===== src/design/assert_macros.svh =====
// Assertion macros shared by the slot table RTL.
`ifndef ASSERT_MACROS_SVH
`define ASSERT_MACROS_SVH

// Same-cycle implication, masked while reset is asserted
`define OIST_ASSERT_IMPL(name, clk, rst_n, ante, cons, msg) \
  name: assert property (@(posedge clk) disable iff (!rst_n) (ante) |-> (cons)) \
    else $error(msg);

// Next-cycle implication, masked while reset is asserted
`define OIST_ASSERT_NEXT(name, clk, rst_n, ante, cons, msg) \
  name: assert property (@(posedge clk) disable iff (!rst_n) (ante) |=> (cons)) \
    else $error(msg);

`endif


===== src/design/oist_pkg.sv =====
// Types and constants of the owner id slot table.
`default_nettype none

package oist_pkg;

  localparam int unsigned ID_W  = 17;
  localparam int unsigned SIG_W = 8;
  localparam int unsigned TOT_W = 4;
  localparam int unsigned UID_W = 32;

  // valid_total saturates here
  localparam logic [TOT_W-1:0] TOT_MAX = 4'd15;

  // cycles of the reciprocal modulo: quotient, remainder, final correction
  localparam int unsigned MOD_STEPS = 3;

  typedef enum logic [2:0] {
    FN_ADD     = 3'd0,
    FN_REM_ID  = 3'd1,
    FN_REM_SIG = 3'd2,
    FN_LOOKUP  = 3'd3,
    FN_HAS_SIG = 3'd4,
    FN_FIRST   = 3'd5,
    FN_CLEAR   = 3'd6,
    FN_LIST    = 3'd7
  } func_e;

  typedef enum logic [1:0] {
    ST_IDLE,
    ST_MOD,
    ST_SCAN,
    ST_FIN
  } state_e;

  typedef struct packed {
    func_e              func;
    logic [UID_W-1:0]   user_id;
    logic [SIG_W-1:0]   sig_index;
  } req_t;

  typedef struct packed {
    logic               hit;
    logic [ID_W-1:0]    app_id;
    logic [SIG_W-1:0]   entry_sig;
    logic [TOT_W-1:0]   valid_total;
    logic               last;
  } rsp_t;

endpackage

`default_nettype wire


===== src/design/oist_stream_if.sv =====
// Valid/ready stream channel carrying one payload item per transaction.
`default_nettype none

interface oist_stream_if #(
  parameter type item_t = logic
);

  logic  valid;
  logic  ready;
  item_t payload;

  modport source (output valid, output payload, input ready);
  modport sink   (input valid, input payload, output ready);

endinterface

`default_nettype wire


===== src/design/owner_id_slot_table_core.sv =====
// Owner id slot table: slot memory, valid bits, modulo unit and scan sequencer.
// Flow: clear goes straight to the finish state; signature ops, first and list scan every slot;
// add, remove id and lookup run the reciprocal modulo (quotient, remainder, correction) before the scan.
// One transaction at a time; the slot scan reads one memory entry per cycle, and
// list stalls the scan while the output register is full.
// Reset clears valid bits, count and handshake state; slot data stays undefined.
`default_nettype none
`include "assert_macros.svh"

module owner_id_slot_table_core
  import oist_pkg::*;
#(
  parameter int unsigned SLOT_COUNT = 8,
  parameter int unsigned USER_RANGE = 100000
) (
  input  logic          clk_i,
  input  logic          rst_ni,
  oist_stream_if.sink   req_i,
  oist_stream_if.source rsp_o
);

  localparam int unsigned IDX_W  = (SLOT_COUNT > 1) ? $clog2(SLOT_COUNT) : 1;
  localparam int unsigned CNT_W  = $clog2(SLOT_COUNT + 1);
  localparam int unsigned RNG_W  = ID_W + 1;
  localparam int unsigned STEP_W = $clog2(MOD_STEPS);
  localparam int unsigned DAT_W  = ID_W + SIG_W;

  localparam logic [RNG_W-1:0]  RANGE_C   = RNG_W'(USER_RANGE);
  localparam logic [IDX_W-1:0]  LAST_IDX  = IDX_W'(SLOT_COUNT - 1);
  localparam logic [STEP_W-1:0] STEP_LAST = STEP_W'(MOD_STEPS - 1);
  // floor(2^32 / range): the estimated quotient is exact or one short
  localparam logic [UID_W-1:0]  RECIP_C   = UID_W'((64'd1 << UID_W) / 64'(USER_RANGE));

  // Saturate the valid count to the result field
  function automatic logic [TOT_W-1:0] sat_total(input logic [CNT_W-1:0] c);
    logic [CNT_W+TOT_W-1:0] ext;
    ext = {{TOT_W{1'b0}}, c};
    if (ext > (CNT_W + TOT_W)'(TOT_MAX)) begin
      return TOT_MAX;
    end
    return ext[TOT_W-1:0];
  endfunction

  // Control state
  state_e                state_q, state_d;
  func_e                 func_q, func_d;
  logic [STEP_W-1:0]     step_q, step_d;
  logic [IDX_W-1:0]      idx_q, idx_d;
  logic [SLOT_COUNT-1:0] valid_q, valid_d;
  logic [CNT_W-1:0]      cnt_q, cnt_d;
  logic                  found_q, found_d;
  logic                  free_q, free_d;
  logic                  out_vld_q, out_vld_d;

  // Payload state
  logic [UID_W-1:0]      uid_q, uid_d;
  logic [SIG_W-1:0]      sig_q, sig_d;
  logic [ID_W-1:0]       app_q, app_d;
  logic [RNG_W-1:0]      quo_q, quo_d;
  logic [RNG_W-1:0]      rem_q, rem_d;
  logic [IDX_W-1:0]      fidx_q, fidx_d;
  logic [IDX_W-1:0]      free_idx_q, free_idx_d;
  logic [ID_W-1:0]       keep_id_q, keep_id_d;
  logic [SIG_W-1:0]      keep_sig_q, keep_sig_d;
  rsp_t                  out_q, out_d;

  // Slot memory
  logic [DAT_W-1:0]      mem_q [SLOT_COUNT];
  logic [DAT_W-1:0]      rd_data_q;
  logic                  mem_we;
  logic [IDX_W-1:0]      mem_waddr;
  logic [DAT_W-1:0]      mem_wdata;

  // Datapath helpers
  logic                  out_space;
  logic                  slot_v;
  logic [ID_W-1:0]       rd_id;
  logic [SIG_W-1:0]      rd_sig;
  logic                  id_hit;
  logic                  sig_hit;
  logic [SLOT_COUNT-1:0] slot_onehot;
  logic [SLOT_COUNT-1:0] le_mask;
  logic                  is_last;
  logic [2*UID_W-1:0]    recip_prod;
  logic [RNG_W-1:0]      qr_lo;
  logic [RNG_W-1:0]      rem_red;
  logic                  scan_step;
  logic                  match;
  logic                  emit;
  rsp_t                  out_new;

  assign out_space   = !out_vld_q || rsp_o.ready;
  assign slot_v      = valid_q[idx_q];
  assign rd_id       = rd_data_q[DAT_W-1:SIG_W];
  assign rd_sig      = rd_data_q[SIG_W-1:0];
  assign id_hit      = (rd_id == app_q);
  assign sig_hit     = (rd_sig == sig_q);

  // No valid slot above the current one marks the final list transaction
  assign slot_onehot = SLOT_COUNT'(1) << idx_q;
  assign le_mask     = (slot_onehot << 1) - SLOT_COUNT'(1);
  assign is_last     = ~|(valid_q & ~le_mask);

  // Reciprocal reduction: estimate the quotient, take the low remainder bits,
  // then subtract the range once if the estimate fell one short
  assign recip_prod  = {{UID_W{1'b0}}, uid_q} * {{UID_W{1'b0}}, RECIP_C};
  assign qr_lo       = quo_q * RANGE_C;
  assign rem_red     = rem_q - RANGE_C;

  assign rsp_o.valid   = out_vld_q;
  assign rsp_o.payload = out_q;

  // Next state, datapath updates and handshake
  always_comb begin
    state_d    = state_q;
    func_d     = func_q;
    step_d     = step_q;
    idx_d      = idx_q;
    valid_d    = valid_q;
    cnt_d      = cnt_q;
    found_d    = found_q;
    free_d     = free_q;
    uid_d      = uid_q;
    sig_d      = sig_q;
    app_d      = app_q;
    quo_d      = quo_q;
    rem_d      = rem_q;
    fidx_d     = fidx_q;
    free_idx_d = free_idx_q;
    keep_id_d  = keep_id_q;
    keep_sig_d = keep_sig_q;
    req_i.ready = 1'b0;
    mem_we     = 1'b0;
    mem_waddr  = fidx_q;
    mem_wdata  = {app_q, sig_q};
    scan_step  = 1'b0;
    match      = 1'b0;
    emit       = 1'b0;
    out_new    = '0;

    case (state_q)
      ST_IDLE: begin
        req_i.ready = 1'b1;
        if (req_i.valid) begin
          func_d     = req_i.payload.func;
          uid_d      = req_i.payload.user_id;
          sig_d      = req_i.payload.sig_index;
          app_d      = '0;
          step_d     = '0;
          idx_d      = '0;
          found_d    = 1'b0;
          free_d     = 1'b0;
          fidx_d     = '0;
          free_idx_d = '0;
          keep_id_d  = '0;
          keep_sig_d = '0;
          case (req_i.payload.func)
            FN_ADD, FN_REM_ID, FN_LOOKUP: state_d = ST_MOD;
            FN_CLEAR:                     state_d = ST_FIN;
            default:                      state_d = ST_SCAN;
          endcase
        end
      end

      ST_MOD: begin
        // advance the three reduction stages; the last one settles on the final step
        quo_d  = recip_prod[UID_W +: RNG_W];
        rem_d  = uid_q[RNG_W-1:0] - qr_lo;
        app_d  = (rem_q >= RANGE_C) ? rem_red[ID_W-1:0] : rem_q[ID_W-1:0];
        step_d = step_q + STEP_W'(1);
        if (step_q == STEP_LAST) begin
          state_d = ST_SCAN;
        end
      end

      ST_SCAN: begin
        scan_step = 1'b1;
        case (func_q)
          FN_ADD: begin
            if (slot_v && id_hit && !found_q) begin
              found_d = 1'b1;
              fidx_d  = idx_q;
            end
            if (!slot_v && !free_q) begin
              free_d     = 1'b1;
              free_idx_d = idx_q;
            end
          end
          FN_REM_ID, FN_REM_SIG: begin
            match = slot_v && ((func_q == FN_REM_ID) ? id_hit : sig_hit);
            if (match) begin
              valid_d[idx_q] = 1'b0;
              cnt_d          = cnt_q - CNT_W'(1);
              if (!found_q) begin
                found_d    = 1'b1;
                keep_id_d  = rd_id;
                keep_sig_d = rd_sig;
              end
            end
          end
          FN_LOOKUP, FN_HAS_SIG, FN_FIRST: begin
            match = slot_v && ((func_q == FN_LOOKUP)  ? id_hit  :
                               (func_q == FN_HAS_SIG) ? sig_hit : 1'b1);
            if (match && !found_q) begin
              found_d    = 1'b1;
              keep_id_d  = rd_id;
              keep_sig_d = rd_sig;
            end
          end
          FN_LIST: begin
            if (slot_v) begin
              if (out_space) begin
                emit                = 1'b1;
                found_d             = 1'b1;
                out_new.hit         = 1'b1;
                out_new.app_id      = rd_id;
                out_new.entry_sig   = rd_sig;
                out_new.valid_total = sat_total(cnt_q);
                out_new.last        = is_last;
              end else begin
                // hold the slot until the output register frees up
                scan_step = 1'b0;
              end
            end
          end
          default: ;
        endcase
        if (scan_step) begin
          if (idx_q == LAST_IDX) begin
            idx_d   = '0;
            state_d = ST_FIN;
          end else begin
            idx_d = idx_q + IDX_W'(1);
          end
        end
      end

      ST_FIN: begin
        if (func_q == FN_LIST && found_q) begin
          // list already delivered its final transaction
          state_d = ST_IDLE;
        end else if (out_space) begin
          emit         = 1'b1;
          state_d      = ST_IDLE;
          out_new.last = 1'b1;
          case (func_q)
            FN_ADD: begin
              if (found_q || free_q) begin
                mem_we            = 1'b1;
                mem_waddr         = found_q ? fidx_q : free_idx_q;
                out_new.hit       = 1'b1;
                out_new.app_id    = app_q;
                out_new.entry_sig = sig_q;
                if (!found_q) begin
                  valid_d[free_idx_q] = 1'b1;
                  cnt_d               = cnt_q + CNT_W'(1);
                end
              end
            end
            FN_CLEAR: begin
              valid_d     = '0;
              cnt_d       = '0;
              out_new.hit = (cnt_q != '0);
            end
            FN_LIST: begin
              out_new.hit = 1'b0;
            end
            default: begin
              out_new.hit       = found_q;
              out_new.app_id    = found_q ? keep_id_q : '0;
              out_new.entry_sig = found_q ? keep_sig_q : '0;
            end
          endcase
          out_new.valid_total = sat_total(cnt_d);
        end
      end

      default: state_d = ST_IDLE;
    endcase

    // Output register: load on emit, drop once taken
    out_vld_d = emit || (out_vld_q && !rsp_o.ready);
    out_d     = emit ? out_new : out_q;
  end

  // Control registers
  always_ff @(posedge clk_i or negedge rst_ni) begin
    if (!rst_ni) begin
      state_q   <= ST_IDLE;
      func_q    <= FN_ADD;
      step_q    <= '0;
      idx_q     <= '0;
      valid_q   <= '0;
      cnt_q     <= '0;
      found_q   <= 1'b0;
      free_q    <= 1'b0;
      out_vld_q <= 1'b0;
    end else begin
      state_q   <= state_d;
      func_q    <= func_d;
      step_q    <= step_d;
      idx_q     <= idx_d;
      valid_q   <= valid_d;
      cnt_q     <= cnt_d;
      found_q   <= found_d;
      free_q    <= free_d;
      out_vld_q <= out_vld_d;
    end
  end

  // Payload registers
  always_ff @(posedge clk_i) begin
    uid_q      <= uid_d;
    sig_q      <= sig_d;
    app_q      <= app_d;
    quo_q      <= quo_d;
    rem_q      <= rem_d;
    fidx_q     <= fidx_d;
    free_idx_q <= free_idx_d;
    keep_id_q  <= keep_id_d;
    keep_sig_q <= keep_sig_d;
    out_q      <= out_d;
  end

  // Slot memory: prefetch the next scan entry so data lines up with idx_q
  always_ff @(posedge clk_i) begin
    if (mem_we) begin
      mem_q[mem_waddr] <= mem_wdata;
    end
    rd_data_q <= mem_q[idx_d];
  end

  // Checks
  `OIST_ASSERT_IMPL(a_cnt_matches_valid, clk_i, rst_ni, state_q == ST_IDLE, cnt_q == CNT_W'($countones(valid_q)), "valid count disagrees with valid bits")
  `OIST_ASSERT_IMPL(a_nonlast_only_in_list, clk_i, rst_ni, out_vld_q && !out_q.last, state_q == ST_SCAN && func_q == FN_LIST, "non-final result outside a list scan")
  `OIST_ASSERT_NEXT(a_clear_empties, clk_i, rst_ni, state_q == ST_FIN && func_q == FN_CLEAR && out_space, valid_q == '0 && cnt_q == '0, "clear left valid slots")
  `OIST_ASSERT_IMPL(a_scan_in_range, clk_i, rst_ni, state_q == ST_SCAN, idx_q <= LAST_IDX, "scan index beyond last slot")

endmodule

`default_nettype wire


===== src/flat_wrapper.sv =====
// flat-port wrapper written by rule: the top's interface ports become plain ports
module owner_id_slot_table_core_flat import oist_pkg::*;
#(
  parameter int unsigned SLOT_COUNT = 8,
  parameter int unsigned USER_RANGE = 100000
)
  (clk_i, rst_ni, req_i_valid, req_i_payload, req_i_ready, rsp_o_valid, rsp_o_payload, rsp_o_ready);
  oist_stream_if #(.item_t(req_t)) req_i_i ();
  oist_stream_if #(.item_t(rsp_t)) rsp_o_i ();
  input  logic clk_i;
  input  logic rst_ni;
  input wire logic [$bits(req_i_i.valid)-1:0] req_i_valid;
  input wire logic [$bits(req_i_i.payload)-1:0] req_i_payload;
  output wire logic [$bits(req_i_i.ready)-1:0] req_i_ready;
  output wire logic [$bits(rsp_o_i.valid)-1:0] rsp_o_valid;
  output wire logic [$bits(rsp_o_i.payload)-1:0] rsp_o_payload;
  input wire logic [$bits(rsp_o_i.ready)-1:0] rsp_o_ready;
  assign req_i_i.valid = req_i_valid;
  assign req_i_i.payload = req_i_payload;
  assign req_i_ready = req_i_i.ready;
  assign rsp_o_valid = rsp_o_i.valid;
  assign rsp_o_payload = rsp_o_i.payload;
  assign rsp_o_i.ready = rsp_o_ready;
  owner_id_slot_table_core #(.SLOT_COUNT(SLOT_COUNT), .USER_RANGE(USER_RANGE)) u_core (.clk_i(clk_i), .rst_ni(rst_ni), .req_i(req_i_i), .rsp_o(rsp_o_i));
endmodule

===== config.mk =====
export PLATFORM = sky130hd
export DESIGN_NAME = owner_id_slot_table_core_flat
export DESIGN_NICKNAME = d
export VERILOG_FILES = /design/src/design/oist_pkg.sv /design/src/design/oist_stream_if.sv /design/src/design/owner_id_slot_table_core.sv /design/src/flat_wrapper.sv
export VERILOG_INCLUDE_DIRS = /design/src /design/src/design
export SDC_FILE = /design/constraint.sdc
export NUM_CORES = 1
export LEC_CHECK = 0
export BUFFER_PORTS_ARGS = -buffer_cell sky130_fd_sc_hd__buf_4
export CAP_MARGIN = 40
export CORE_ASPECT_RATIO = 2
export CORE_MARGIN = 8
export CORE_UTILIZATION = 41
export CTS_CLUSTER_SIZE = 40
export DETAILED_ROUTE_END_ITERATION = 12
export GPL_TIMING_DRIVEN = 0
export HOLD_SLACK_MARGIN = 0.12
export PLACE_DENSITY = 0.55
export SYNTH_ARGS = -nofsm -noshare
export SYNTH_HDL_FRONTEND = slang
export SYNTH_SLANG_ARGS = --single-unit

===== constraint.sdc =====
create_clock -name clk_i -period 7 [get_ports clk_i]
set_input_delay 0 -clock clk_i [delete_from_list [all_inputs] [get_ports clk_i]]
set_output_delay 0 -clock clk_i [all_outputs]
set_load 0.05 [all_outputs]

==> out/results.txt <==
Status: finished, final reports clean
Core Region: 0.0634 sq mm
Critical path class: register to register
Antenna violations before repair: 3
DRT Pass-1 Iters: 5
RSZ-0062 raised after global routing: no
Post-synth ARST share: 0.0625
Post-Syn Area: 0.0261 sq mm
Clock sinks: 400
Library cells used by synthesis: 68
Worst Tran Pin Value: 0.897 ns
Via count: 16600
GRT Overall Usage: 0.178
CTS tree: yes
Clk_lat worst skew: 0.58 ns
DRC Markers: 0
Global-route wire length before repair: 100000 um
Hold Vio Cnt, Final: 0
FF+latch count, synth: 400
Mapped Cells: 2175
Sum Neg Setup Slack: 0 ns
CP dominant cell by count: fa_1
Layout Nets: 2917
Beginning of the critical path: u_core.uid_q[11]
Start point of the worst hold path: req_i_payload[23]
Yosys top cell area share: 0.402
Fmax: 153 MHz
Fin area: 0.0303 sq mm
Area growth syn-to-layout: 15.9%
Cell row count: 131
Share of layout cells above drive strength 1: 0.0864
Final Skew: 0.0213 ns
Die height: 373 um
Die area: 0.0726 sq mm
Critical path data required time: 7.32 ns
Placed Area: 0.0281 sq mm
Clk pin slew, worst setup/hold paths: 0.06 ns
Place WS: 0.445 ns
Die span in x: 195 um
Critical path's largest stage delay: 0.88 ns
HPWL Detailed: 46600 um
Critical-path cell list: ha_1 > fa_1 > fa_1 > fa_1 > fa_1 > inv_1 > fa_1 > inv_1 > ha_1 > nand4_1 > nor4_1 > a22oi_1 > a311oi_1 > a211oi_1 > a211o_1 > o21bai_1 > xor2_1
Crit-path slowest cell: edfxtp_1
Max-cap viol count: 0
Post-route ant nets: 0
CP max FO: 10
DR vias/cell: 5.15
Final Setup Violations: 0
Syn_area_per_cell: 12.0 sq um
Commonest cells in the synthesized netlist: inv_1 (395), edfxtp_1 (350), ha_1 (272)
Yosys top cell by area: edfxtp_1
Register area share after synthesis: 0.445
Port-buffer cells: 79
Critical Path AT: 6.84 ns
Net count after synthesis: 2704
Longest Clk Path Bufs: 3
Most common cell in the netlist: inv_1
I/O pin cnt: 80
Final Cycle Share: 0.931
Setup ws final: 0.481 ns
Hold crit path type: input port to register
CP Launch Type: register
CTS Buf Count: 40
Initial core utilization: 0.412
Worst Setup End Kind: register
Number of fill cells: 5707
Relative slew margins: 0.402
H-tree levels: 2
Routability Congestion: 0.843
Post-CTS sizing: 0
Slew Limit Fails: 0
Tmin final: 6.52 ns
Main synth FF type: edfxtp_1
Largest net degree at the start of global routing: 39
GR Overflow Total: 0
Routed wire length: 63100 um
Iter 0 DRT Violations: 1011
Clock Tree Root: clkbuf_16
Vias in the first global route: 17600
Drt wl/cell: 19.6 um
Final core occ: 0.478
Number of synthesized flops with an enable pin: 350
Worst Hold Depth: 2
Synth Warn #: 0
RR Startpoint: u_core.uid_q[11]
R2R cell count: 17
Synth area leaders: edfxtp_1 (40%), fa_1 (16%), ha_1 (13%)
==> cell type report <==
class                           instances  area, sq um  share of cell area
Timing Repair Buffer                  171         1690              0.0559
Clock buffer                           53         1090              0.0360
Tap cell                              798          998              0.0330
Sequential cell                       400        11600               0.384
Multi-Input combinational cell       1315        12800               0.423
Antenna cell                            1         2.50           0.0000826
Inverter                              399         1500              0.0494
Buffer                                 61          269             0.00888
Clock inverter                         21          287             0.00946
==> critical path: cells and delay by family (launching register included) <==
family | cells | cell delay [ns]
AOI/OAI and AO/OA | 5 | 1.40
xor gates and xnor gates | 1 | 0.08
adders and majority gates | 7 | 3.32
buffers and inverters | 2 | 0.10
DFF | 1 | 0.88
and+or+nand+nor | 2 | 0.45
==> layout by cell type, fill, tap and decap left out, types with 6 or more instances in the layout <==
cell type      count
inv_1            394
edfxtp_1         350
ha_1             271
fa_1             210
nand2_1          173
a21oi_1           96
buf_4             83
o21ai_0           76
dlygate4sd3_1     76
xnor2_1           62
nor2_1            56
mux2i_1           51
clkbuf_1          46
clkbuf_16         41
and2_1            31
and3_1            27
a221oi_1          26
a32o_1            25
dfrtp_1           25
dfxtp_1           25
buf_2             22
nor3_1            17
nor2b_1           15
xor2_1            15
nand3_1           14
nand4_1           13
o31ai_1           10
or3_1             10
a31oi_1            9
nor2_4             8
buf_16             8
clkinv_1           7
a211oi_1           7
o21a_1             7
nand2b_1           6
clkinv_2           6
bufinv_16          6
==> repair_timing <==
item                                   4_1_cts  5_1_grt
endpoints found under the hold margin       73        0
buffers inserted                             0        0
hold buffers                                77        0
==> routing by layer <==
metal,global-route usage,vias up,wire length [um]
met4,0.0532,2,1720
met1,0.234,8277,27800
li1,-,7850,-
met5,0,-,16
met3,0.0280,82,3130
met2,0.300,381,30500
==> metrics by stage <==
stage | cells | hold WS, ns
after CTS | 3217 | 0.120
after global routing | 3218 | 0.130
final | 3219 | 0.149
after floorplan | 2175 | -0.296
after detailed placement | 3066 | -0.0612
after global placement | 3052 | -0.0608
==> path summary, 6_finish.rpt <==
check	end	slack [ns]
min in group asynchronous	u_core.state_q[1]	0.44
setup / recovery	u_core.quo_q[11]	0.48
hold reg to reg	u_core.app_q[1]	0.53
max in group asynchronous	u_core.step_q[1]	6.40
setup reg to reg	u_core.quo_q[11]	0.48
hold / removal	u_core.uid_q[15]	0.15
==> kinds of logic after synthesis <==
group                    count (synthesis)  share of synthesized area
AO/OA/AOI/OAI                          304                     0.0751
XOR/XNOR                                77                     0.0258
adder cells (fa/ha/maj)                482                      0.291
buffers and inverters                  460                     0.0676
flip-flops                             400                      0.445
multiplexers                            58                     0.0238
AND/OR/NAND/NOR                        394                     0.0715
==> sequential cells by signal, indices dropped and copies added (netlist names) <==
name / count
u_core.rem_q: 18
u_core.cnt_q: 4
u_core.sig_q: 8
u_core.mem_q: 200
u_core.found_q: 1
u_core.free_q: 1
u_core.free_idx_q: 3
u_core.rd_data_q: 25
u_core.idx_q: 3
u_core.keep_id_q: 17
u_core.rsp_o.payload: 31
u_core.keep_sig_q: 8
u_core.step_q: 2
u_core.valid_q: 8
u_core.func_q: 3
u_core.rsp_o.valid: 1
u_core.uid_q: 32
u_core.state_q: 2
u_core.quo_q: 13
u_core.app_q: 17
u_core.fidx_q: 3
Power is left out: the tool's default activity adds up to more than one toggle a clock period on the data nets, which glitch-free logic cannot reach.
